<file path="config.mk">
export PLATFORM = sky130hd
export DESIGN_NAME = raec_ctrl
export DESIGN_NICKNAME = d
export VERILOG_FILES = /design/src/raec_pkg.sv /design/src/raec_ctrl.sv
export SDC_FILE = /design/constraint.sdc
export NUM_CORES = 1
export LEC_CHECK = 0
export ABC_AREA = 1
export BUFFER_PORTS_ARGS = -buffer_cell sky130_fd_sc_hd__buf_4
export CAP_MARGIN = 10
export CORE_AREA = 2 2 39 41
export DETAILED_ROUTE_END_ITERATION = 8
export DIE_AREA = 0 0 41 43
export PLACE_DENSITY = 0.63
export SLEW_MARGIN = 20
export SYNTH_ARGS = -nofsm -noshare
export SYNTH_HDL_FRONTEND = slang
export SYNTH_SLANG_ARGS = --single-unit
</file>
<file path="constraint.sdc">
create_clock -name i_clk -period 1.2 [get_ports i_clk]
set_clock_uncertainty 0.05 [all_clocks]
set_input_delay 0.24 -clock i_clk [delete_from_list [all_inputs] [get_ports i_clk]]
set_output_delay 0.24 -clock i_clk [all_outputs]
set_load 0.02 [all_outputs]
</file>
<file path="src/raec_pkg.sv">
// Shared types, widths and codes for the region adjacency edge counter.
package raec_pkg;

    localparam int VERTEX_W     = 12;
    localparam int LABEL_W      = 6;
    localparam int COUNT_W      = 16;
    localparam int NREG_W       = 7;
    localparam int PAIR_AW      = 2 * LABEL_W;
    localparam int MAX_VERTICES = 1 << VERTEX_W;
    localparam int MAX_REGIONS  = 1 << LABEL_W;
    localparam int PAIR_DEPTH   = 1 << PAIR_AW;
    localparam int PADDR_W      = 3;
    localparam int PDATA_W      = 32;

    localparam logic [NREG_W-1:0]  ACTIVE_REGIONS_RST = NREG_W'(MAX_REGIONS);
    localparam logic [NREG_W-1:0]  REGION_CAP         = NREG_W'(MAX_REGIONS);
    localparam logic [COUNT_W-1:0] COUNT_MAX          = {COUNT_W{1'b1}};

    localparam logic CFG_IDX_ACTIVE_REGIONS = 1'b0;

    localparam logic [1:0] OP_LOAD = 2'd0;
    localparam logic [1:0] OP_EDGE = 2'd1;
    localparam logic [1:0] OP_READ = 2'd2;

    localparam logic ST_OK  = 1'b0;
    localparam logic ST_ERR = 1'b1;

    typedef struct packed {
        logic [1:0]          opcode;
        logic [VERTEX_W-1:0] vertex;
        logic [VERTEX_W-1:0] neighbour;
        logic [LABEL_W-1:0]  label;
        logic [LABEL_W-1:0]  query_a;
        logic [LABEL_W-1:0]  query_b;
    } t_in_data;

    typedef struct packed {
        logic               status;
        logic [COUNT_W-1:0] edge_count;
    } t_out_data;

    typedef struct packed {
        logic capture;
        logic clr;
        logic lbl_wr;
        logic lbl_rd_src;
        logic lbl_rd_dst;
        logic cap_ra;
        logic edge_eval;
        logic pair_wr;
        logic qry_rd;
        logic out_load;
    } t_cmd;

    typedef struct packed {
        logic [1:0] in_opcode;
        logic       clr_last;
    } t_sts;

    function automatic logic label_ok(input logic [LABEL_W-1:0] lbl,
                                      input logic [NREG_W-1:0] limit);
        label_ok = NREG_W'(lbl) < limit;
    endfunction

endpackage

</file>
<file path="src/raec_ctrl.sv">
// Controller state machine that sequences clearing, label loads, edge updates and reads.
module raec_ctrl import raec_pkg::*; (
    input  logic i_clk,
    input  logic i_rst_n,
    input  logic i_in_valid,
    output logic o_in_ready,
    output logic o_out_valid,
    input  logic i_out_ready,
    input  t_sts i_sts,
    output t_cmd o_cmd
);

    localparam logic [3:0] S_CLEAR = 4'd0;
    localparam logic [3:0] S_IDLE  = 4'd1;
    localparam logic [3:0] S_LOAD  = 4'd2;
    localparam logic [3:0] S_LBL_A = 4'd3;
    localparam logic [3:0] S_LBL_B = 4'd4;
    localparam logic [3:0] S_LBL_C = 4'd5;
    localparam logic [3:0] S_INC   = 4'd6;
    localparam logic [3:0] S_QRY   = 4'd7;
    localparam logic [3:0] S_DONE  = 4'd8;

    logic [3:0] r_state;
    logic [3:0] n_state;
    logic       r_out_valid;
    logic       n_out_valid;
    logic       in_ready;

    always_comb begin
        n_state  = r_state;
        o_cmd    = '0;
        in_ready = 1'b0;
        case (r_state)
            S_CLEAR: begin
                o_cmd.clr = 1'b1;
                if (i_sts.clr_last) begin
                    n_state = S_IDLE;
                end
            end
            S_IDLE: begin
                in_ready = 1'b1;
                if (i_in_valid) begin
                    o_cmd.capture = 1'b1;
                    case (i_sts.in_opcode)
                        OP_LOAD: n_state = S_LOAD;
                        OP_EDGE: n_state = S_LBL_A;
                        OP_READ: n_state = S_QRY;
                        default: n_state = S_DONE;
                    endcase
                end
            end
            S_LOAD: begin
                o_cmd.lbl_wr = 1'b1;
                n_state      = S_DONE;
            end
            S_LBL_A: begin
                o_cmd.lbl_rd_src = 1'b1;
                n_state          = S_LBL_B;
            end
            S_LBL_B: begin
                o_cmd.lbl_rd_dst = 1'b1;
                o_cmd.cap_ra     = 1'b1;
                n_state          = S_LBL_C;
            end
            S_LBL_C: begin
                o_cmd.edge_eval = 1'b1;
                n_state         = S_INC;
            end
            S_INC: begin
                o_cmd.pair_wr = 1'b1;
                n_state       = S_DONE;
            end
            S_QRY: begin
                o_cmd.qry_rd = 1'b1;
                n_state      = S_DONE;
            end
            S_DONE: begin
                if (!r_out_valid || i_out_ready) begin
                    o_cmd.out_load = 1'b1;
                    n_state        = S_IDLE;
                end
            end
            default: begin
                n_state = S_IDLE;
            end
        endcase
    end

    always_comb begin
        if (o_cmd.out_load) begin
            n_out_valid = 1'b1;
        end else if (i_out_ready) begin
            n_out_valid = 1'b0;
        end else begin
            n_out_valid = r_out_valid;
        end
    end

    always_ff @(posedge i_clk) begin
        if (!i_rst_n) begin
            r_state     <= S_CLEAR;
            r_out_valid <= 1'b0;
        end else begin
            r_state     <= n_state;
            r_out_valid <= n_out_valid;
        end
    end

    assign o_in_ready  = in_ready;
    assign o_out_valid = r_out_valid;

    // A result must never overwrite one that has not been transferred.
    a_no_overwrite: assert property (@(posedge i_clk) disable iff (!i_rst_n)
        o_cmd.out_load |-> (!r_out_valid || i_out_ready))
        else $error("result register overwritten before transfer");

    // An accepted item always leaves the idle state for its work.
    a_accept_moves: assert property (@(posedge i_clk) disable iff (!i_rst_n)
        (i_in_valid && o_in_ready) |=> (r_state != S_IDLE))
        else $error("accepted item did not start");

    // A new result only appears from the completion state.
    a_valid_source: assert property (@(posedge i_clk) disable iff (!i_rst_n)
        $rose(o_out_valid) |-> ($past(r_state) == S_DONE))
        else $error("result appeared without completion");

    // The count store is written back only right after its read.
    a_rmw_order: assert property (@(posedge i_clk) disable iff (!i_rst_n)
        o_cmd.pair_wr |-> ($past(r_state) == S_LBL_C))
        else $error("count write without preceding read");

endmodule

</file>
# --- After elaboration in Yosys (flattened, before gate mapping) ---
# Cells that the tools add are included.
word_totals:
  word_cells: 41
  regBits: 5
  in_bits: 7
  output_inout_bits: 12
classes:
  mux: 19
  n_reduce_logical: 7
  n_eq_ne: 13
ops:
  columns: ["op", "n"]
  rows:
  - ["$pmux 4 s7", 1]
  - ["$eq 4x3->1 const B", 4]
  - ["$mux 1", 13]
  - ["$mux 4", 3]
  - ["$pmux 4 s3", 1]
  - ["$eq 4x2->1 const B", 2]
  - ["$ne 2x2->1 const B", 3]
  - ["$eq 4x1->1 const B", 1]
  - ["$eq 4x4->1 const B", 1]
  - ["$logic_not 4->1", 1]
  - ["$reduce_and 3->1", 1]
  - ["$reduce_or 3->1", 1]
  - ["$eq 2x1->1 const B", 1]
  - ["$eq 2x2->1 const B", 1]
  - ["$logic_not 2->1", 1]
  - ["$mux 2", 1]
  - ["$reduce_bool 2->1", 1]
  - ["$logic_not 1->1", 1]
  - ["$logic_or 1x1->1", 1]

# --- Depth between registers and ports, before layout ---
# Gate-level depths: netlist (run 1).
depth:
  ltp_word: 5
  depth_mapped: 7
  mapped_depth_nobuf: 7

# --- Least setup slack after synthesis (run 1) ---
# OpenSTA, ideal clock, no wires.
synth_timing:
  kind: "register to output"
  start: "register r_state[1]"
  end: "output o_cmd[5] (netlist bit)"
  path_slack_ns: -0.294
  t_arrival_ns: 1.204
  required_time_ns: 0.910
  path_buffers: 1
  stages_incl_launch_ff: 5
  path_cell_list: "dfxtp_1 nor2_2 inv_1 nor2_1 buf_4"
synth_rtl:
  columns: ["element", "line_no", "rtl"]
  rows:
  - ["from (decl)", "raec_ctrl.sv:23", "logic [3:0] r_state;"]
  - ["from (signal assigned)", "raec_ctrl.sv:104", "r_state <= n_state;"]
  - ["to (decl)", "raec_ctrl.sv:10", "output t_cmd o_cmd"]

==> out/results.txt, run 1 <==
slew margin rel. = 0.8155
TritonCTS Buffers = 3
power share of the clock group = 0.080
clk sinks = 5
Synth top area share = 0.2180
Clock Latency Late Sink = 250 ps
Worst path most repeated cell = nor2_4
Final WS setup = -227.2 ps
vias = 575
synth top area cells = dfxtp_1 22%, inv_1 12%, nor2_2 11%
pwr dens = 2622 nW/um2
die area = 1763 um2
RSZ-0062 raised after global routing = true
Final Hold Vio Count = 0
share of cells above drive strength 1 = 0.7570
worst slew pin tran = 276.5 ps
DRC viols = 0
Via density = 4.675
root buffer cell = clkbuf_4
# port buffers = 18
switching share of power = 0.4703
Req. time, crit path = 910 ps
Crit. End Element = primary output
switching power total = 1.185 mW
ANT nets after route = 0
Initial Util = 0.3318
drt first pass iters = 4
Tcrit/Tclk final = 1.189
Die H = 43 um
sequential share of the synthesized area = 0.2180
largest net degree at the start of global routing = 8
DRT iter0 DRCs = 11
Ys Warns = 0
layout filler cell count = 113
CORE AREA = 1384 um2
Cell Chain, Critical Path = nor2_4 > nand2_2 > nor2_4 > buf_6
number of flops mapped to enable cells by yosys = 0
Largest stage delay, worst path = 370 ps
critical path class = reg -> out
sequential share of power = 0.148
clock slew at reported path FFs = 40 ps
wire length of the first global-routing pass = 2028 um
cell count after synthesis = 67
Static Leak = 0.4666 nW
CP delay by family, top = simple AND/OR/NAND/NOR gates
Logic pwr share = 0.772
hpwl dp = 1002 um
worst hold path type = in -> reg
final-report setup violation count = 15
# placed instances = 115
Slowest-stage cell, CP = dfxtp_4
# Max-Cap Violations = 0
synth unique cells = 16
failing checks = negative setup slack
CTS tree = built
initial antenna violation count = 0
fin nets = 117
largest vdd supply drop = 1.331 mV
final wirelength = 1400 um
WP buf/inv = 1
# rows = 14
total congestion overflow = 0
GPL Wtd Cong = 0.8086
vias in the first global route = 504
FFs w/ async S/R, synth = 0
maximum buffer depth of the clock tree = 2
Ant. Diodes = 0
Primary FF master, synth = dfxtp_1
average wire per standard cell = 11.38 um
status = finished with violations
Layout area overhead = 109.3%
# IOs = 19
Synth Cell Area = 459.2 um2
Non-Filler Instances = 123
setup tns final = -2417 ps
worst-path fanout max = 5
Critical Path AT = 1140 ps
#FFs+latches synth = 5
# H-tree levels = 1
most frequent cell after synthesis = inv_1
Die W = 41 um
internal power = 1.335 mW
top cells by count, synth = 15 x inv_1, 9 x nand3_1, 8 x nor2_1, 8 x nor2_2, 5 x dfxtp_1
Worst setup SP type = flop
Synth area leader = dfxtp_1
min cycle time layout = 1427 ps
GRT Util Overall = 0.1771
Avg Inst Size Synth = 6.854 um2
Synthesized Nets = 76
fin. max-slew vios = 0
Highest Clock Rate = 700.7 MHz
[sequential cells by signal (all words and copies together) (netlist names)]
| signal | cells |
|---|---|
| r_state | 4 |
| o_out_valid | 1 |
[worst register-to-register path, stage by stage, from the launching register on]
cell and delay (ps):
dfxtp_4 380, nor2_4 130, buf_4 150, buf_6 90
nand3_4 90, buf_4 160, nand3_1 70, nor2_2 30
[per-layer routing]
layer	vias up	wire length (um)	global-route usage
met1	262	542	0.2039
met3	4	66	0.04712
met5	-	0	0
li1	287	-	-
met2	22	746	0.2875
met4	0	45	0.08000
[per-stage QoR]
stage                     setup slack [ps]  hold WS [ps]  power [mW]  area (um2)    util
final                               -227.2         218.3       2.520       960.9  0.6944
after global routing                -299.0         223.5       2.696       960.9  0.6944
after CTS                           -245.3         203.7       2.306       894.6  0.6465
after detailed placement            -98.54         468.5       1.842       774.5  0.5597
after global placement              -60.83         468.2       1.822       774.5  0.5597
after floorplan                     -60.27         339.6       1.174       501.7       -
[cell families after synthesis]
group                    Yosys count  synth area share
buffers and inverters             18            0.1635
AND/OR/NAND/NOR                   41            0.5477
adder cells (fa/ha/maj)            2           0.05449
AO/OA/AOI/OAI                      1           0.01635
flip-flops                         5            0.2180
[worst paths after layout]
| kind | slack (ps) | cells past startpoint | startpoint | endpoint |
|---|---|---|---|---|
| max | -230 | 4 | r_state[2] | o_cmd[9] |
| max reg2reg | -60 | 7 | r_state[1] | r_state[0] |
| min | 220 | 3 | i_rst_n | o_out_valid |
| min reg2reg | 590 | 4 | o_out_valid | o_out_valid |
[layout make-up]
cell class / count / area [um2] / area share
repair buffers: 38 / 342.8 / 0.3568
flip-flops and latches: 5 / 112.6 / 0.1172
inverters: 16 / 67.56 / 0.07031
well taps: 16 / 20.02 / 0.02083
clock buffers: 4 / 26.28 / 0.02734
multi-input cells: 44 / 391.6 / 0.4076
[power groups by stage]
stage | Sequential [mW] | Clock, mW | Combinational [mW]
final | 0.372 | 0.201 | 1.95
after global routing | 0.385 | 0.220 | 2.09
after floorplan | 0.328 | 0 | 0.846
after detailed placement | 0.319 | 0 | 1.52
after global placement | 0.315 | 0 | 1.51
after CTS | 0.365 | 0.212 | 1.73
[cells in the final DEF (no fill, tap or decap), drive strengths merged]
cell type,instances
inv,16
dfxtp,5
nand4,1
nand2,4
o211ai,1
nor3,4
ha,2
buf,38
nand3,14
nor2,18
clkbuf,4
[timing repair]
action	in CTS	in global routing
setup buffers	3	3
endpoints found under the setup margin	15	15
pin swaps	7	11
hold buffers	0	0
gates resized for setup	26	13
(Power assumes the default switching activity.)
==> inputs of run 2 (changes only) <==
- PLACE_DENSITY: 0.63 -> 0.68
==> run 2 against run 1 <==
The run still ends with negative setup slack left; clock power grew 2%; maximum frequency shrank 0.69%; sequential share of layout area increased by 0.35 points; non-clock buffer count fell by 2; combinational power hardly changed; worst hold slack improved by 4.3 ps; via count is 0.70% lower; global-route usage up 0.67 points; critical path type unchanged; critical endpoint is now o_cmd[0]; largest cell class unchanged; largest power group unchanged.
==> out/results.txt, run 2 (same netlist as run 1, synthesis figures left out) <==
Req. time, crit path = 910 ps (about the same)
TritonCTS Buffers = 3 (unchanged)
Layout area overhead = 107.6% (was 109.3%)
Die H = 43 um (unchanged)
Slowest-stage cell, CP = dfxtp_4 (unchanged)
fin. max-slew vios = 0 (unchanged)
ANT nets after route = 0 (unchanged)
most common cell after layout, fill and taps aside = buf_4 (unchanged)
# H-tree levels = 1 (unchanged)
fin nets = 115 (was 117)
setup tns final = -2386 ps (was -2417 ps)
Static Leak = 0.4635 nW (was 0.4666 nW)
share of cells above drive strength 1 = 0.7810 (was 0.7570)
failing checks = negative setup slack (unchanged)
RSZ-0062 raised after global routing = true (unchanged)
Final WS setup = -237.1 ps (was -227.2 ps)
drt first pass iters = 4 (unchanged)
Highest Signal Layer = met4 (unchanged)
hpwl dp = 961.6 um (was 1002 um)
Final Hold Vio Count = 0 (unchanged)
Hold Buf Count CTS = 0 (unchanged)
largest reg by FF count = r_state (unchanged)
maximum buffer depth of the clock tree = 2 (unchanged)
die area = 1763 um2 (unchanged)
DR WL met3 = 60 um (was 66 um)
# Max-Cap Violations = 0 (unchanged)
final hold slack = 222.6 ps (was 218.3 ps)
average wire per standard cell = 11.60 um (was 11.38 um)
total congestion overflow = 0 (unchanged)
Tcrit/Tclk final = 1.198 (was 1.189)
final-report setup violation count = 15 (unchanged)
Cell Chain, Critical Path = inv_2 > nor2_2 > nand2_1 > nor2_2 > buf_6 (was nor2_4 > nand2_2 > nor2_4 > buf_6)
# port buffers = 18 (unchanged)
worst slew pin tran = 243.0 ps (was 276.5 ps)
wire length of the first global-routing pass = 2111 um (was 2028 um)
most frequent cells in the layout = 22 x buf_4, 13 x buf_6, 8 x inv_1, 8 x nor2_4 (was 25 x buf_4, 12 x buf_6, 8 x inv_1, 8 x nor2_2, 8 x nor2_4)
CTS tree = built (unchanged)
DRT iter0 DRCs = 5 (was 11)
# rows = 14 (unchanged)
Overall Power = 2.555 mW (was 2.520 mW)
root buffer cell = clkbuf_4 (unchanged)
Met2 Routed Length = 752 um (was 746 um)
pwr dens = 2679 nW/um2 (was 2622 nW/um2)
initial antenna violation count = 0 (unchanged)
Initial Util = 0.3318 (unchanged)
# placed instances = 111 (was 115)
vias in the first global route = 514 (was 504)
min cycle time layout = 1437 ps (was 1427 ps)
CP delay by family, top = flip-flops (was simple AND/OR/NAND/NOR gates)
Crit. End Element = primary output (unchanged)
GPL Wtd Cong = 0.8598 (was 0.8086)
clk sinks = 5 (unchanged)
CORE AREA = 1384 um2 (unchanged)
Worst setup SP type = flop (unchanged)
Non-Filler Instances = 121 (was 123)
critical path class = reg -> out (unchanged)
hold path start = i_rst_n (unchanged)
slew margin rel. = 0.8373 (was 0.8155)
largest net degree at the start of global routing = 8 (unchanged)
vias = 571 (was 575)
GRT Util Overall = 0.1837 (was 0.1771)
worst-path fanout max = 4 (was 5)
max reg flops = 4 (unchanged)
status = finished with violations (unchanged)
Setup crit start = r_state[3] (was r_state[2])
Largest stage delay, worst path = 380 ps (was 370 ps)
DRC viols = 0 (unchanged)
largest vdd supply drop = 1.960 mV (was 1.331 mV)
WP buf/inv = 2 (was 1)
# IOs = 19 (unchanged)
Ant. Diodes = 0 (unchanged)
Critical Path AT = 1150 ps (was 1140 ps)
clock slew at reported path FFs = 50 ps (was 40 ps)
Worst path most repeated cell = nor2_2 (was nor2_4)
DRT met1 WL = 545 um (was 542 um)
Die W = 41 um (unchanged)
Clock Latency Late Sink = 250 ps (about the same)
Highest Clock Rate = 695.8 MHz (was 700.7 MHz)
launch point of the worst reg-to-reg path = r_state[3] (was r_state[1])
worst hold path type = in -> reg (unchanged)
Via density = 4.719 (was 4.675)
final wirelength = 1403 um (was 1400 um)
## run 2: cell types whose count changed in the layout (fill, tap and decap cells not counted), moves of 2 or more
cell,delta
nand3_2,+4
buf_4,-3
nand3_1,-3
inv_4,-2
## run 2: where the power goes
part | internal [mW] | switching, mW
combinational | 0.967 | 0.999
sequential | 0.259 | 0.124
clock | 0.126 | 0.0795
## run 2: path summary, 6_finish.rpt
kind	cells after the start	to	slack, ps
setup / recovery	5	o_cmd[0]	-240
hold / removal	3	o_out_valid	220
setup reg to reg	7	r_state[3]	-70
hold reg to reg	4	o_out_valid	550
## run 2: metrics by stage
step                cell area, um2  setup WS, ps    util
floorplan                    501.7        -60.27       -
global placement             744.5        -50.93  0.5380
CTS                          913.4        -232.0  0.6600
detailed placement           744.5        -71.27  0.5380
finish                       953.4        -237.1  0.6890
global route                 953.4        -297.6  0.6890
## run 2: worst register-to-register path, delay by kind of cell, from the launching register on
family	cells	cell delay, ps
DFF	1	360
buffers and inverters	2	240
and+or+nand+nor	5	560
## run 2: final cells by class
class	count	area, um2
sequential	5	115.1
tap	16	20.02
timing repair buffer	36	331.6
fill	115	430.4
clock buffer	4	26.28
multi-input combinational	44	392.9
inverter	16	67.56
## run 2: timing repair
action | CTS | global route
pin swaps | 8 | 11
setup endpoints to repair | 15 | 15
gates cloned | 0 | 0
gates resized for setup | 37 | 6
setup buffers | 3 | 5
## run 2: layer usage
layer | vias to the layer above | GRT usage
li1 | 286 | -
met1 | 265 | 0.1961
met2 | 16 | 0.3063
met3 | 4 | 0.03141
met4 | 0 | 0.1200
met5 | - | 0
==> inputs of run 3 (changes only) <==
- PLACE_DENSITY: 0.68 -> 0.71
==> run 3 against run 2 <==
The flow still finishes with violations (negative setup slack); global-route usage increased by 2.2 points; critical path type unchanged; critical endpoint is now o_cmd[2]; combinational power increased by 3%; setup slack improved by 0.54 ps; via count increased by 6.7%; critical path depth unchanged; clock-buffer cell count unchanged; first-iteration DRC count increased by 40%; final cell count increased by 5.0%; register-to-register slack about the same; largest power group unchanged; flip-flop and latch count unchanged.
==> out/results.txt, run 3 (same netlist as run 1, synthesis figures left out) <==
# placed instances = 114 (was 111)
CORE AREA = 1384 um2 (unchanged)
Crit. End Element = primary output (unchanged)
critical path class = reg -> out (unchanged)
largest vdd supply drop = 1.326 mV (was 1.960 mV)
GRT Util Overall = 0.2060 (was 0.1837)
die area = 1763 um2 (unchanged)
Ant. Diodes = 0 (unchanged)
worst-path fanout max = 5 (was 4)
share of cells above drive strength 1 = 0.7748 (was 0.7810)
# rows = 14 (unchanged)
clock slew at reported path FFs = 40 ps (was 50 ps)
slew margin rel. = 0.8200 (was 0.8373)
failing checks = negative setup slack (unchanged)
Die H = 43 um (unchanged)
hold path start = i_rst_n (unchanged)
min cycle time layout = 1437 ps (about the same)
ANT nets after route = 0 (unchanged)
final-report setup violation count = 15 (unchanged)
pwr dens = 2628 nW/um2 (was 2679 nW/um2)
DRC viols = 0 (unchanged)
drt first pass iters = 4 (unchanged)
DP Worst Slack = -48.44 ps (was -71.27 ps)
launch point of the worst reg-to-reg path = r_state[2] (was r_state[3])
fin nets = 121 (was 115)
Initial Util = 0.3318 (unchanged)
# H-tree levels = 1 (unchanged)
post-layout util = 0.7125 (was 0.6890)
Die W = 41 um (unchanged)
CTS tree = built (unchanged)
most common cell after layout, fill and taps aside = buf_4 (unchanged)
average wire per standard cell = 12.71 um (was 11.60 um)
RSZ-0062 raised after global routing = true (unchanged)
status = finished with violations (unchanged)
fin. max-slew vios = 0 (unchanged)
largest reg by FF count = r_state (unchanged)
Final WS setup = -236.6 ps (was -237.1 ps)
hpwl dp = 1038 um (was 961.6 um)
Via density = 4.795 (was 4.719)
max reg flops = 4 (unchanged)
wire length of the first global-routing pass = 2435 um (was 2111 um)
largest net degree at the start of global routing = 7 (was 8)
Non-Filler Instances = 127 (was 121)
DRT iter0 DRCs = 7 (was 5)
layout filler cell count = 94 (was 115)
# port buffers = 18 (unchanged)
most frequent cells in the layout = 28 x buf_4, 14 x buf_6, 9 x nor2_2 (was 22 x buf_4, 13 x buf_6, 8 x inv_1, 8 x nor2_4)
clk sinks = 5 (unchanged)
TritonCTS Buffers = 3 (unchanged)
# Max-Cap Violations = 0 (unchanged)
total congestion overflow = 0 (unchanged)
vias = 609 (was 571)
worst hold path type = in -> reg (unchanged)
Static Leak = 0.4812 nW (was 0.4635 nW)
# IOs = 19 (unchanged)
Hold Path Sink = o_out_valid (unchanged)
Clock Latency Late Sink = 250 ps (about the same)
Tcrit/Tclk final = 1.197 (was 1.198)
Hold Crit Depth = 3 (unchanged)
Hold Buf Count CTS = 0 (unchanged)
r2r setup slk = -70 ps (about the same)
Layout area overhead = 114.7% (was 107.6%)
vias in the first global route = 572 (was 514)
worst r2r path cells = 7 (unchanged)
reg-to-reg endpoint = r_state[3] (unchanged)
final wirelength = 1614 um (was 1403 um)
GPL Wtd Cong = 0.8026 (was 0.8598)
initial antenna violation count = 0 (unchanged)
Highest Clock Rate = 696.1 MHz (was 695.8 MHz)
root buffer cell = clkbuf_4 (unchanged)
Req. time, crit path = 910 ps (about the same)
maximum buffer depth of the clock tree = 2 (unchanged)
Critical Path AT = 1150 ps (about the same)
Final Hold Vio Count = 0 (unchanged)
worst slew pin tran = 268.9 ps (was 243.0 ps)
Worst setup SP type = flop (unchanged)
run 3: cell count changes in the layout (fill, tap and decap cells not counted), moves of 2 or more:
cell and change:
nand3_1 +3, inv_4 +2, buf_4 +6, nand3_2 -4, nor2_2 +2
run 3: worst max-delay path: stages (launching register included):
cell	delay, ps
dfxtp_4	380
inv_2	50
nor2_4	140
nand2_2	100
nor2_4	110
buf_6	120
run 3: cell type report:
cell class	instances	area [um2]	area share
clock buffer	4	26.28	0.02665
inverter	16	67.56	0.06853
timing repair buffer	42	367.9	0.3731
multi-input combinational	44	389.1	0.3947
tap	16	20.02	0.02030
sequential	5	115.1	0.1168
run 3: stage by stage:
step	power, mW	cell area [um2]	setup TNS [ps]	hold slack (ps)
3_5_place_dp	1.773	754.5	-354.8	470.9
3_3_place_gp	1.739	754.5	-134.3	472.0
5_1_grt	2.746	985.9	-3147	235.8
4_1_cts	2.404	932.1	-2220	219.1
2_1_floorplan	1.174	501.7	-105.8	339.6
6_report	2.592	985.9	-2456	225.0
run 3: worst max-delay path by stage:
| stage | slack (ps) | endpoint | startpoint | cells past startpoint |
|---|---|---|---|---|
| 3_5_place_dp | -50 | o_cmd[0] | r_state[3] | 5 |
| 3_3_place_gp | -50 | o_cmd[0] | r_state[3] | 5 |
| 5_1_grt | -280 | o_cmd[3] | r_state[2] | 5 |
| 6_report | -240 | o_cmd[2] | r_state[2] | 5 |
| 2_1_floorplan | -60 | o_cmd[5] | r_state[1] | 4 |
| 4_1_cts | -230 | o_cmd[0] | r_state[3] | 5 |
run 3: what timing repair did:
action | CTS | global route
resized for setup | 29 | 13
pin swaps | 7 | 6
buffers inserted | 8 | 2
endpoints found under the hold margin | 0 | 0
endpoints found under the setup margin | 15 | 15
run 3: power breakdown:
part / switching [mW] / internal (mW) / total, mW / leakage (nW)
Clock: 0.0774 / 0.126 / 0.204 / 0.0150
Combinational: 1.03 / 0.991 / 2.02 / 0.423
Sequential: 0.110 / 0.259 / 0.369 / 0.0437
run 3: per-layer routing:
metal / vias to the layer above / global-route usage / part of all wire
li1: 294 / - / -
met1: 288 / 0.2323 / 0.39
met2: 23 / 0.3563 / 0.55
met3: 4 / 0.02094 / 0.038
met4: 0 / 0.1000 / 0.025
met5: - / 0 / 0
